`src/rtl/core/ralm_pkg.sv`:
```
// Shared constants, state types and status struct of the RMS level meter.
package ralm_pkg;

  localparam int unsigned COUNT_BITS_DEF = 16;
  localparam int unsigned SAMPLE_W       = 16;
  localparam int unsigned LEVEL_W        = 16;
  localparam int unsigned MAG_W          = SAMPLE_W + 1;
  localparam int unsigned SQ_W           = 2 * (SAMPLE_W - 1);
  localparam int unsigned RAD_W          = 2 * LEVEL_W;

  typedef enum logic [1:0] {
    ST_IDLE,
    ST_SQUARE,
    ST_CALC,
    ST_OUT
  } meter_state_e;

  typedef enum logic [1:0] {
    DS_IDLE,
    DS_DIV,
    DS_SQRT,
    DS_DONE
  } dsq_state_e;

  typedef struct packed {
    logic busy;
    logic done;
  } dsq_stat_t;

endpackage

```
`src/rtl/core/ralm_in_if.sv`:
```
// Input channel: sample or tick command with valid/ready handshake.
interface ralm_in_if;
  logic                                 valid;
  logic                                 ready;
  logic                                 cmd;
  logic signed [ralm_pkg::SAMPLE_W-1:0] sample;

  modport source (output valid, cmd, sample, input ready);
  modport sink   (input valid, cmd, sample, output ready);
endinterface

```
`src/rtl/core/ralm_out_if.sv`:
```
// Output channel: published level with valid/ready handshake.
interface ralm_out_if;
  logic                         valid;
  logic                         ready;
  logic [ralm_pkg::LEVEL_W-1:0] level;

  modport source (output valid, level, input ready);
  modport sink   (input valid, level, output ready);
endinterface

```
`src/rtl/core/ralm_divsqrt.sv`:
```
// Iterative divide then square root sharing one subtract/compare unit.
module ralm_divsqrt #(
  parameter int unsigned COUNT_BITS = ralm_pkg::COUNT_BITS_DEF
) (
  input  logic                                        clk_i,
  input  logic                                        rst_ni,
  input  logic                                        start_i,
  input  logic [COUNT_BITS+ralm_pkg::SQ_W-1:0]        dividend_i,
  input  logic [COUNT_BITS-1:0]                       divisor_i,
  output logic [ralm_pkg::LEVEL_W-1:0]                root_o,
  output ralm_pkg::dsq_stat_t                         stat_o
);

  localparam int unsigned SUM_W  = COUNT_BITS + ralm_pkg::SQ_W;
  localparam int unsigned W      = (COUNT_BITS + 1 > 19) ? COUNT_BITS + 1 : 19;
  localparam int unsigned STEP_W = $clog2(SUM_W);
  localparam int unsigned ROOT_W = ralm_pkg::LEVEL_W;
  localparam int unsigned RAD_W  = ralm_pkg::RAD_W;

  ralm_pkg::dsq_state_e state_q, state_d;
  logic [SUM_W-1:0]  num_q, num_d;
  logic [W-1:0]      rem_q, rem_d;
  logic [ROOT_W-1:0] root_q, root_d;
  logic [STEP_W-1:0] step_q, step_d;
  logic [W-1:0]      op_a, op_b;
  logic [W:0]        diff;
  logic              ge;

  // shared subtract/compare unit
  always_comb begin
    op_a = '0;
    op_b = '0;
    case (state_q)
      ralm_pkg::DS_DIV: begin
        op_a = W'({rem_q[COUNT_BITS-1:0], num_q[SUM_W-1]});
        op_b = W'(divisor_i);
      end
      ralm_pkg::DS_SQRT: begin
        op_a = {rem_q[W-3:0], num_q[RAD_W-1 -: 2]};
        op_b = W'({root_q, 2'b01});
      end
      default: begin
        op_a = '0;
        op_b = '0;
      end
    endcase
    diff = {1'b0, op_a} - {1'b0, op_b};
    ge   = ~diff[W];
  end

  always_comb begin
    state_d = state_q;
    unique case (state_q)
      ralm_pkg::DS_IDLE: if (start_i) state_d = ralm_pkg::DS_DIV;
      ralm_pkg::DS_DIV:  if (step_q == '0) state_d = ralm_pkg::DS_SQRT;
      ralm_pkg::DS_SQRT: if (step_q == '0) state_d = ralm_pkg::DS_DONE;
      ralm_pkg::DS_DONE: state_d = ralm_pkg::DS_IDLE;
      default:           state_d = ralm_pkg::DS_IDLE;
    endcase
  end

  always_comb begin
    num_d  = num_q;
    rem_d  = rem_q;
    root_d = root_q;
    step_d = step_q;
    unique case (state_q)
      ralm_pkg::DS_IDLE: begin
        if (start_i) begin
          num_d  = dividend_i;
          rem_d  = '0;
          root_d = '0;
          step_d = STEP_W'(SUM_W - 1);
        end
      end
      ralm_pkg::DS_DIV: begin
        num_d = {num_q[SUM_W-2:0], ge};
        if (step_q == '0) begin
          rem_d  = '0;
          step_d = STEP_W'(ROOT_W - 1);
        end else begin
          rem_d  = ge ? diff[W-1:0] : op_a;
          step_d = step_q - 1'b1;
        end
      end
      ralm_pkg::DS_SQRT: begin
        num_d  = {num_q[SUM_W-3:0], 2'b00};
        rem_d  = ge ? diff[W-1:0] : op_a;
        root_d = {root_q[ROOT_W-2:0], ge};
        if (step_q != '0) step_d = step_q - 1'b1;
      end
      default: begin
        num_d = num_q;
      end
    endcase
  end

  always_ff @(posedge clk_i or negedge rst_ni) begin
    if (!rst_ni) begin
      state_q <= ralm_pkg::DS_IDLE;
      step_q  <= '0;
    end else begin
      state_q <= state_d;
      step_q  <= step_d;
    end
  end

  always_ff @(posedge clk_i) begin
    num_q  <= num_d;
    rem_q  <= rem_d;
    root_q <= root_d;
  end

  assign root_o      = root_q;
  assign stat_o.busy = (state_q != ralm_pkg::DS_IDLE);
  assign stat_o.done = (state_q == ralm_pkg::DS_DONE);

endmodule

```
`src/rtl/core/rms_audio_level_meter_unit.sv`:
```
// RMS audio level meter: accumulates squared samples, publishes floor(sqrt(mean)) on tick.
// Sample: magnitude registered on acceptance, squared and summed in the next cycle; ready again after that.
// Tick with samples pending: restoring divide of COUNT_BITS+30 steps, then a 16-step
// square root, both on one shared subtractor; level is registered when the root is done
// and held until taken. Tick with nothing pending: ignored, and ready stays high.
// Asynchronous active-low reset clears the sum, the count, the pending flag and all control.
module rms_audio_level_meter_unit #(
  parameter int unsigned COUNT_BITS = ralm_pkg::COUNT_BITS_DEF
) (
  input  logic             clk_i,
  input  logic             rst_ni,
  ralm_in_if.sink          item_i,
  ralm_out_if.source       level_o
);

  localparam int unsigned SUM_W = COUNT_BITS + ralm_pkg::SQ_W;
  localparam int unsigned MAG_W = ralm_pkg::MAG_W;

  ralm_pkg::meter_state_e state_q, state_d;
  logic [SUM_W-1:0]             sum_q, sum_d;
  logic [COUNT_BITS-1:0]        count_q, count_d;
  logic                         pend_q, pend_d;
  logic [MAG_W-1:0]             mag_q, mag_d;
  logic [ralm_pkg::LEVEL_W-1:0] level_q, level_d;
  logic [2*MAG_W-1:0]           prod;
  logic [ralm_pkg::LEVEL_W-1:0] root;
  ralm_pkg::dsq_stat_t          dsq_stat;
  logic                         accept;
  logic                         count_full;
  logic                         start;

  assign accept     = item_i.valid && item_i.ready;
  assign count_full = (count_q == {COUNT_BITS{1'b1}});
  assign start      = accept && item_i.cmd && pend_q && (count_q != '0);
  assign prod       = mag_q * mag_q;

  ralm_divsqrt #(
    .COUNT_BITS (COUNT_BITS)
  ) u_divsqrt (
    .clk_i      (clk_i),
    .rst_ni     (rst_ni),
    .start_i    (start),
    .dividend_i (sum_q),
    .divisor_i  (count_q),
    .root_o     (root),
    .stat_o     (dsq_stat)
  );

  always_comb begin
    state_d = state_q;
    unique case (state_q)
      ralm_pkg::ST_IDLE: begin
        if (accept && !item_i.cmd && !count_full) state_d = ralm_pkg::ST_SQUARE;
        else if (start)                            state_d = ralm_pkg::ST_CALC;
      end
      ralm_pkg::ST_SQUARE: state_d = ralm_pkg::ST_IDLE;
      ralm_pkg::ST_CALC:   if (dsq_stat.done) state_d = ralm_pkg::ST_OUT;
      ralm_pkg::ST_OUT:    if (level_o.ready) state_d = ralm_pkg::ST_IDLE;
      default:             state_d = ralm_pkg::ST_IDLE;
    endcase
  end

  always_comb begin
    sum_d   = sum_q;
    count_d = count_q;
    pend_d  = pend_q;
    mag_d   = mag_q;
    level_d = level_q;
    unique case (state_q)
      ralm_pkg::ST_IDLE: begin
        if (accept && !item_i.cmd && !count_full) begin
          mag_d   = item_i.sample[ralm_pkg::SAMPLE_W-1]
                    ? (MAG_W'(0) - {item_i.sample[ralm_pkg::SAMPLE_W-1], item_i.sample})
                    : {1'b0, item_i.sample};
          count_d = count_q + 1'b1;
          pend_d  = 1'b1;
        end
      end
      ralm_pkg::ST_SQUARE: sum_d = sum_q + SUM_W'(prod);
      ralm_pkg::ST_CALC: begin
        if (dsq_stat.done) begin
          level_d = root;
          sum_d   = '0;
          count_d = '0;
          pend_d  = 1'b0;
        end
      end
      default: begin
        level_d = level_q;
      end
    endcase
  end

  always_ff @(posedge clk_i or negedge rst_ni) begin
    if (!rst_ni) begin
      state_q <= ralm_pkg::ST_IDLE;
      sum_q   <= '0;
      count_q <= '0;
      pend_q  <= 1'b0;
    end else begin
      state_q <= state_d;
      sum_q   <= sum_d;
      count_q <= count_d;
      pend_q  <= pend_d;
    end
  end

  always_ff @(posedge clk_i) begin
    mag_q   <= mag_d;
    level_q <= level_d;
  end

  assign item_i.ready  = (state_q == ralm_pkg::ST_IDLE);
  assign level_o.valid = (state_q == ralm_pkg::ST_OUT);
  assign level_o.level = level_q;

  a_pend_tracks_count: assert property (@(posedge clk_i) disable iff (!rst_ni)
    pend_q == (count_q != '0))
    else $error("pending flag disagrees with sample count");

  a_done_only_in_calc: assert property (@(posedge clk_i) disable iff (!rst_ni)
    dsq_stat.done |-> state_q == ralm_pkg::ST_CALC)
    else $error("divide/sqrt finished outside calculation");

  a_calc_keeps_unit_busy: assert property (@(posedge clk_i) disable iff (!rst_ni)
    state_q == ralm_pkg::ST_CALC |-> dsq_stat.busy)
    else $error("calculation waiting on idle divide/sqrt unit");

  a_level_after_done: assert property (@(posedge clk_i) disable iff (!rst_ni)
    $rose(level_o.valid) |-> $past(dsq_stat.done))
    else $error("level published without a finished calculation");

endmodule
```
`src/flat_wrapper.sv`:
```
// flat-port wrapper written by rule: the top's interface ports become plain ports
module rms_audio_level_meter_unit_flat 
#(
  parameter int unsigned COUNT_BITS = ralm_pkg::COUNT_BITS_DEF
)
  (clk_i, rst_ni, item_i_valid, item_i_cmd, item_i_sample, item_i_ready, level_o_valid, level_o_level, level_o_ready);
  ralm_in_if item_i_i ();
  ralm_out_if level_o_i ();
  input  logic clk_i;
  input  logic rst_ni;
  input wire logic [$bits(item_i_i.valid)-1:0] item_i_valid;
  input wire logic [$bits(item_i_i.cmd)-1:0] item_i_cmd;
  input wire logic [$bits(item_i_i.sample)-1:0] item_i_sample;
  output wire logic [$bits(item_i_i.ready)-1:0] item_i_ready;
  output wire logic [$bits(level_o_i.valid)-1:0] level_o_valid;
  output wire logic [$bits(level_o_i.level)-1:0] level_o_level;
  input wire logic [$bits(level_o_i.ready)-1:0] level_o_ready;
  assign item_i_i.valid = item_i_valid;
  assign item_i_i.cmd = item_i_cmd;
  assign item_i_i.sample = item_i_sample;
  assign item_i_ready = item_i_i.ready;
  assign level_o_valid = level_o_i.valid;
  assign level_o_level = level_o_i.level;
  assign level_o_i.ready = level_o_ready;
  rms_audio_level_meter_unit #(.COUNT_BITS(COUNT_BITS)) u_core (.clk_i(clk_i), .rst_ni(rst_ni), .item_i(item_i_i), .level_o(level_o_i));
endmodule
```
`config.mk`:
```
export PLATFORM = sky130hd
export DESIGN_NAME = rms_audio_level_meter_unit_flat
export DESIGN_NICKNAME = d
export VERILOG_FILES = /design/src/rtl/core/ralm_pkg.sv /design/src/rtl/core/ralm_in_if.sv /design/src/rtl/core/ralm_out_if.sv /design/src/rtl/core/ralm_divsqrt.sv /design/src/rtl/core/rms_audio_level_meter_unit.sv /design/src/flat_wrapper.sv
export SDC_FILE = /design/constraint.sdc
export NUM_CORES = 1
export LEC_CHECK = 0
export ABC_CLOCK_PERIOD_IN_PS = 14050
export CAP_MARGIN = 20
export CORE_ASPECT_RATIO = 1.2
export CORE_MARGIN = 3
export CORE_UTILIZATION = 60
export CTS_BUF_LIST = sky130_fd_sc_hd__clkbuf_16
export CTS_CLUSTER_DIAMETER = 80
export DETAILED_ROUTE_END_ITERATION = 7
export DONT_BUFFER_PORTS = 1
export PLACE_DENSITY_LB_ADDON = 0.2
export RECOVER_POWER = 25
export SLEW_MARGIN = 20
export SYNTH_ARGS = -nofsm -noshare
export SYNTH_HDL_FRONTEND = slang
export SYNTH_SLANG_ARGS = --single-unit
```
`constraint.sdc`:
```
create_clock -name clk_i -period 14.05 [get_ports clk_i]
set_input_delay 2.1075 -clock clk_i [delete_from_list [all_inputs] [get_ports clk_i]]
set_output_delay 2.1075 -clock clk_i [all_outputs]
set_load 0.05 [all_outputs]
```
# After elaboration in Yosys (flattened, before gate mapping)
# Index checks and enable logic that the tools add are counted.
# W data, S select, Z words.
totals:
  inputBits: 21
  reg_bits: 185
  wordCells: 92
  out_inout_bits: 18
classes:
  muxes: 32
  bitwise_logic: 1
  n_eq_ne: 15
  n_reduce_logical: 26
  addsub: 5
  n_mul: 1
ops:
  columns: ["cell", "count"]
  rows:
  - ["$pmux W46 S3", 1]
  - ["$mux W46", 2]
  - ["$pmux W46 S2", 1]
  - ["$pmux W16 S2", 2]
  - ["$mux W17", 3]
  - ["$pmux W17 S3", 1]
  - ["$mux W16", 3]
  - ["$add A46 B34 Y46", 1]
  - ["$pmux W19 S2", 1]
  - ["$pmux W18 S2", 1]
  - ["$mul A17 B17 Y34", 1]
  - ["$sub A19 B18 Y20", 1]
  - ["$mux W6", 3]
  - ["$pmux W6 S3", 1]
  - ["$sub A1 B16 Y17 const A", 1]
  - ["$add A16 B1 Y16 const B", 1]
  - ["$eq A16 B16 Y1 const B", 1]
  - ["$pmux W2 S4", 2]
  - ["$reduce_bool A16 Y1", 1]
  - ["$mux W15", 1]
  - ["$mux W2", 7]
  - ["$reduce_and A3 Y1", 4]
  - ["$reduce_and A2 Y1", 5]
  - ["$eq A2 B2 Y1 const B", 4]
  - ["15 further kinds", 31]

# Logic depth before layout (Yosys ltp)
depth:
  depth_word: 8
  mapped_depth: 26
  mapped_depth_nobuf: 24

# Cells and area by module
# From an unflattened synthesis, not the netlist that was laid out.
unflattened:
  hier_cells: 2023
  area_unflattened_um2: 19012.0
modules_own_cells:
  columns: ["mod", "n_inst", "seq_area_each_um2", "area_per_inst_um2", "cells_per_inst"]
  rows:
  - ["rms_audio_level_meter_unit", 1, 2617.5, 13683.1, 1480]
  - ["ralm_divsqrt", 1, 2572.5, 5328.9, 543]

# Least setup slack after synthesis
# No wires, ideal clock.
synth_timing:
  kind: "register -> register"
  startpoint: "reg u_core.mag_q[5]"
  endpoint: "reg u_core.sum_q[40]"
  t_arrival_ps: 6285
  required_time_ps: 13962
  slack_ps: 7677
  n_path_buf: 2
  period_less_slack_ps: 6373
  stages_incl_launch_ff: 25
  setup_ps: 88
  cell_sequence: "edfxtp_1 -> clkbuf_1 -> clkbuf_1 -> nand2_1 -> fa_1 -> inv_1 -> fa_1 -> inv_1 -> fa_1 -> inv_1 -> fa_1 -> fa_1 -> inv_1 -> fa_1 -> inv_1 -> ha_1 -> nand2_1 -> nor2_1 -> nand4_1 -> o211ai_1 -> or3b_1 -> nand2_1 -> a31oi_1 -> or3_1 -> a21oi_1"
synth_via:
  elab_chain_cells: 3
synth_rtl:
  columns: ["element", "line_no", "text"]
  rows:
  - ["start: declaration", "rms_audio_level_meter_unit.sv:23", "logic [MAG_W-1:0] mag_q, mag_d;"]
  - ["start signal: assignment", "rms_audio_level_meter_unit.sv:109", "mag_q <= mag_d;"]
  - ["$mul A17 B17 Y34", "rms_audio_level_meter_unit.sv:35", "assign prod = mag_q * mag_q;"]
  - ["$add A46 B34 Y46", "rms_audio_level_meter_unit.sv:79", "ralm_pkg::ST_SQUARE: sum_d = sum_q + SUM_W'(prod);"]
  - ["$pmux W46 S2", "rms_audio_level_meter_unit.sv:69", "unique case (state_q)"]
  - ["end signal: assignment", "rms_audio_level_meter_unit.sv:102", "sum_q <= sum_d;"]
  - ["end: declaration", "rms_audio_level_meter_unit.sv:20", "logic [SUM_W-1:0] sum_q, sum_d;"]
# No other way between the ends.
# A chain may end at the register's enable or synchronous reset.

# Worst setup path in the final report
layout_timing:
  startpoint: "reg u_core.mag_q[8]"
  endpoint: "reg u_core.sum_q[34]"
# Same word-level chain as after synthesis.

==> flow_summary_export.csv <==
group,metric,value,unit
hold_path,hold_path_class,"flop to flop",
synthesis,synth_top_area_frac,0.237,
synthesis,seq_area_frac_synth,0.273,
critical_path,rrSetupSlack,6.87,ns
drt,wl,40.5,mm
timing,period_needed,7.18,ns
global_routing,antenna_found_initial,0,
flow_run,max-cap-violations,1,
drt,vias_per_cell,5.72,
critical_path,worstPathMaxFanout,15,
synthesis,ys_types,80,
synthesis,synth_xor_area_frac,0.0309,
synthesis,netlist_area,19000,um^2
timing,max_freq,0.139,GHz
critical_path,endpoint_kind,"flop",
global_routing,grt_pass1_wl,69.7,mm
die,fp.dieH,201,um
die,initial_utilization,0.616,
synthesis,synth-edff-count,112,
timing,tightest_slew,1.63,ns
clock_tree,cts_tree,"built",
critical_path,critPathBufInv,5,
clock_tree,cts_hold_buffers,0,
synthesis,synth.most_common_cell,"inv_1",
synthesis,synth-simple-area-share,0.124,
synthesis,synth_common_cells,"inv_1, fa_1, nand2_1",
clock_tree,cts-root-buf,"clkbuf_16",
synthesis,yosysWarnings,0,
timing,rsz0062_at_grt,"no",
clock_tree,clk_latency,0.45,ns
die,io_pins,39,
die,coreArea,30800,um^2
die,die_w,168,um
timing,fin_ws,6.87,ns
cells_and_area,final_nets,2341,
cells_and_area,antenna_cells,0,
cells_and_area,drive_above_1_share,0.0361,
critical_path,crit_slowest_cell,"a2111oi_0",
outcome,status,"finished, violations left",
drt,drc_errors,0,
drt,drt_iter0_markers,846,
drt,ant_nets,0,
place,place_ws,6.94,ns
clock_tree,clkTransAtPathRegs,0.08,ns
critical_path,path_depth,21,
timing,fin_tns_setup,0,ns
global_routing,track_usage,0.251,
timing,period_share,0.511,
global_routing,grt_pass1_vias,14310,
critical_path,worstRegToRegCells,21,
timing,setup_viol,0,
synthesis,synth_mux_area_frac,0.00856,
outcome,violations,"max-capacitance violations, max-slew violations",
critical_path,cp.arrival,7.54,ns
critical_path,crit_end,"u_core.sum_q[34]",
critical_path,cp-start-kind,"flop",
timing,hold_ws,0.444,ns
synthesis,yosys.area.top_type,"fa_1",
synthesis,synth_ff_type,"edfxtp_1",
drt,wire_per_inst,17.1,um
clock_tree,postCtsSetupBuffers,0,
clock_tree,numCtsBuffers,17,
die,rows,70,
synthesis,synth-seq-cells,185,
synthesis,synth_compound_area_frac,0.135,
place,port_buffers,0,
critical_path,critical_path_class,"flop to flop",
critical_path,timing.rr.end,"u_core.sum_q[34]",
synthesis,synth_nets,2395,
timing,maxSlewViolCount,29,
synthesis,synth_top_family_by_area,"adder cells",
global_routing,grt_max_degree,86,
timing,hold_violations,0,
global_routing,grt-ovfl-total,0,
synthesis,synth_fa_ha_area_frac,0.330,
critical_path,cpLargestDelayFamily,"adder cells",
timing,relSlewSlack,-0.0884,
drt,route.vias.total,13514,
critical_path,critPathLaunch,"u_core.mag_q[8]",
critical_path,worstPathRequired,14.41,ns
clock_tree,cts.sinks,185,
synthesis,synthTopCellsByArea,"fa_1, edfxtp_1, dfrtp_1, ha_1, inv_1",
critical_path,rr_startpoint,"u_core.mag_q[8]",
clock_tree,post_cts_resized,0,
critical_path,path_cells,"inv_1, nor2_1, fa_1, fa_1, inv_1, fa_1, inv_1, ha_1, fa_1, inv_1, fa_1, inv_1, ha_1, a2111oi_2, a21oi_1, a2111oi_0, o31ai_1, a41oi_1, o21bai_1, xnor2_1, o21ai_0",
cells_and_area,nFillCells,2544,
synthesis,syn_area_per_cell,9.47,um^2
clock_tree,cts.htree.levels,4,
critical_path,max_stage_delay,0.84,ns
synthesis,syn_inst,2008,
timing,finClkSkew,0.0147,ns
synthesis,ys_async_sr_fraction,0.395,
drt,firstDrtPassIters,5,
clock_tree,clk_path_buf_depth,2,
die,die-area,33900,um^2
cells_and_area,area_growth,4.52,%
place,gp_congestion,0.910,
place,dp_hpwl,32.0,mm
cells_and_area,finish.utilization,0.644,
[logic make-up after synthesis]
| kind of cell | Yosys count |
|---|---|
| DFF | 185 |
| buffers and inverters | 489 |
| muxes | 16 |
| adders and majority gates | 366 |
| other | 1 |
| xor gates and xnor gates | 67 |
| AOI/OAI and AO/OA | 393 |
| and+or+nand+nor | 491 |
[final cells by class]
class,count,area (um^2),share of cell area
Multi-Input combinational cell,1334,12000,0.603
Sequential cell,185,5190,0.261
Inverter,404,1520,0.0763
Tap cell,396,495,0.0249
Clock buffer,18,450,0.0227
Clock inverter,14,146,0.00737
Timing Repair Buffer,12,86.3,0.00435
[metrics by stage]
stage	cells	area, um^2
6_report	2363	19900
3_3_place_gp	2331	19300
3_5_place_dp	2331	19300
5_1_grt	2363	19900
2_1_floorplan	2008	19000
4_1_cts	2363	19900
[how the worst min path moves through the flow]
stage | startpoint | endpoint | slack (ns) | cells after the start
after floorplan | u_core.u_divsqrt.root_o[0] | u_core.level_o.level[0] | 0.42 | 0
after global placement | u_core.u_divsqrt.root_o[6] | u_core.level_o.level[6] | 0.43 | 0
after detailed placement | u_core.u_divsqrt.root_o[5] | u_core.level_o.level[5] | 0.43 | 0
after CTS | u_core.u_divsqrt.root_o[5] | u_core.level_o.level[5] | 0.44 | 0
after global routing | u_core.u_divsqrt.root_o[9] | u_core.level_o.level[9] | 0.46 | 0
final | u_core.u_divsqrt.root_o[5] | u_core.level_o.level[5] | 0.44 | 0
[state kept, by name, summed over array words and instances, names as in the netlist]
name and flops:
u_core.count_q 16, u_core.level_o.level 16, u_core.mag_q 17, u_core.pend_q 1, u_core.state_q 2, u_core.sum_q 46, u_core.u_divsqrt.num_q 46, u_core.u_divsqrt.rem_q 17
u_core.u_divsqrt.root_o 16, u_core.u_divsqrt.state_q 2, u_core.u_divsqrt.step_q 6
[per-layer routing]
layer  wire (um)  vias to the layer above  track usage  part of all wire
met3        1820                       64       0.0343             0.045
met2       20400                      353        0.437              0.50
met1       17300                     6642        0.328              0.43
li1            -                     6455            -                 -
met5           0                        -            0                 0
met4        1050                        0       0.0780             0.026
[worst register-to-register path: cells and delay by family (launching register included)]
family	cells	cell delay, ns
adder cells (fa/ha/maj)	7	3.19
AO/OA/AOI/OAI	7	2.40
flip-flops	1	0.72
buffers and inverters	5	0.39
AND/OR/NAND/NOR	1	0.25
XOR/XNOR	1	0.12
[placed cells by master (no fill, tap or decap), types with 7 or more instances in the layout]
master     count
edfxtp_1     112
a21o_1        23
inv_1        402
o41ai_1        7
and3_1        13
nor2b_1       13
buf_4         11
nand2_1      173
dfrtp_1       73
o31ai_1       16
a221oi_1      13
nand2b_1      11
a31oi_1        9
clkbuf_16     18
nor2_1       109
fa_1         225
a21oi_1       97
nand4_1        8
o21bai_1       8
o21a_1        10
xnor2_1       50
a22o_1        21
mux2i_1       14
o21ai_0      101
ha_1         138
nand3_1       34
o211ai_1       9
a22oi_1       33
xor2_1        17
nor3_1         9
and2_1        94
Power is left out: the tool's default activity adds up to more than one toggle a clock period on the data nets, which glitch-free logic cannot reach.
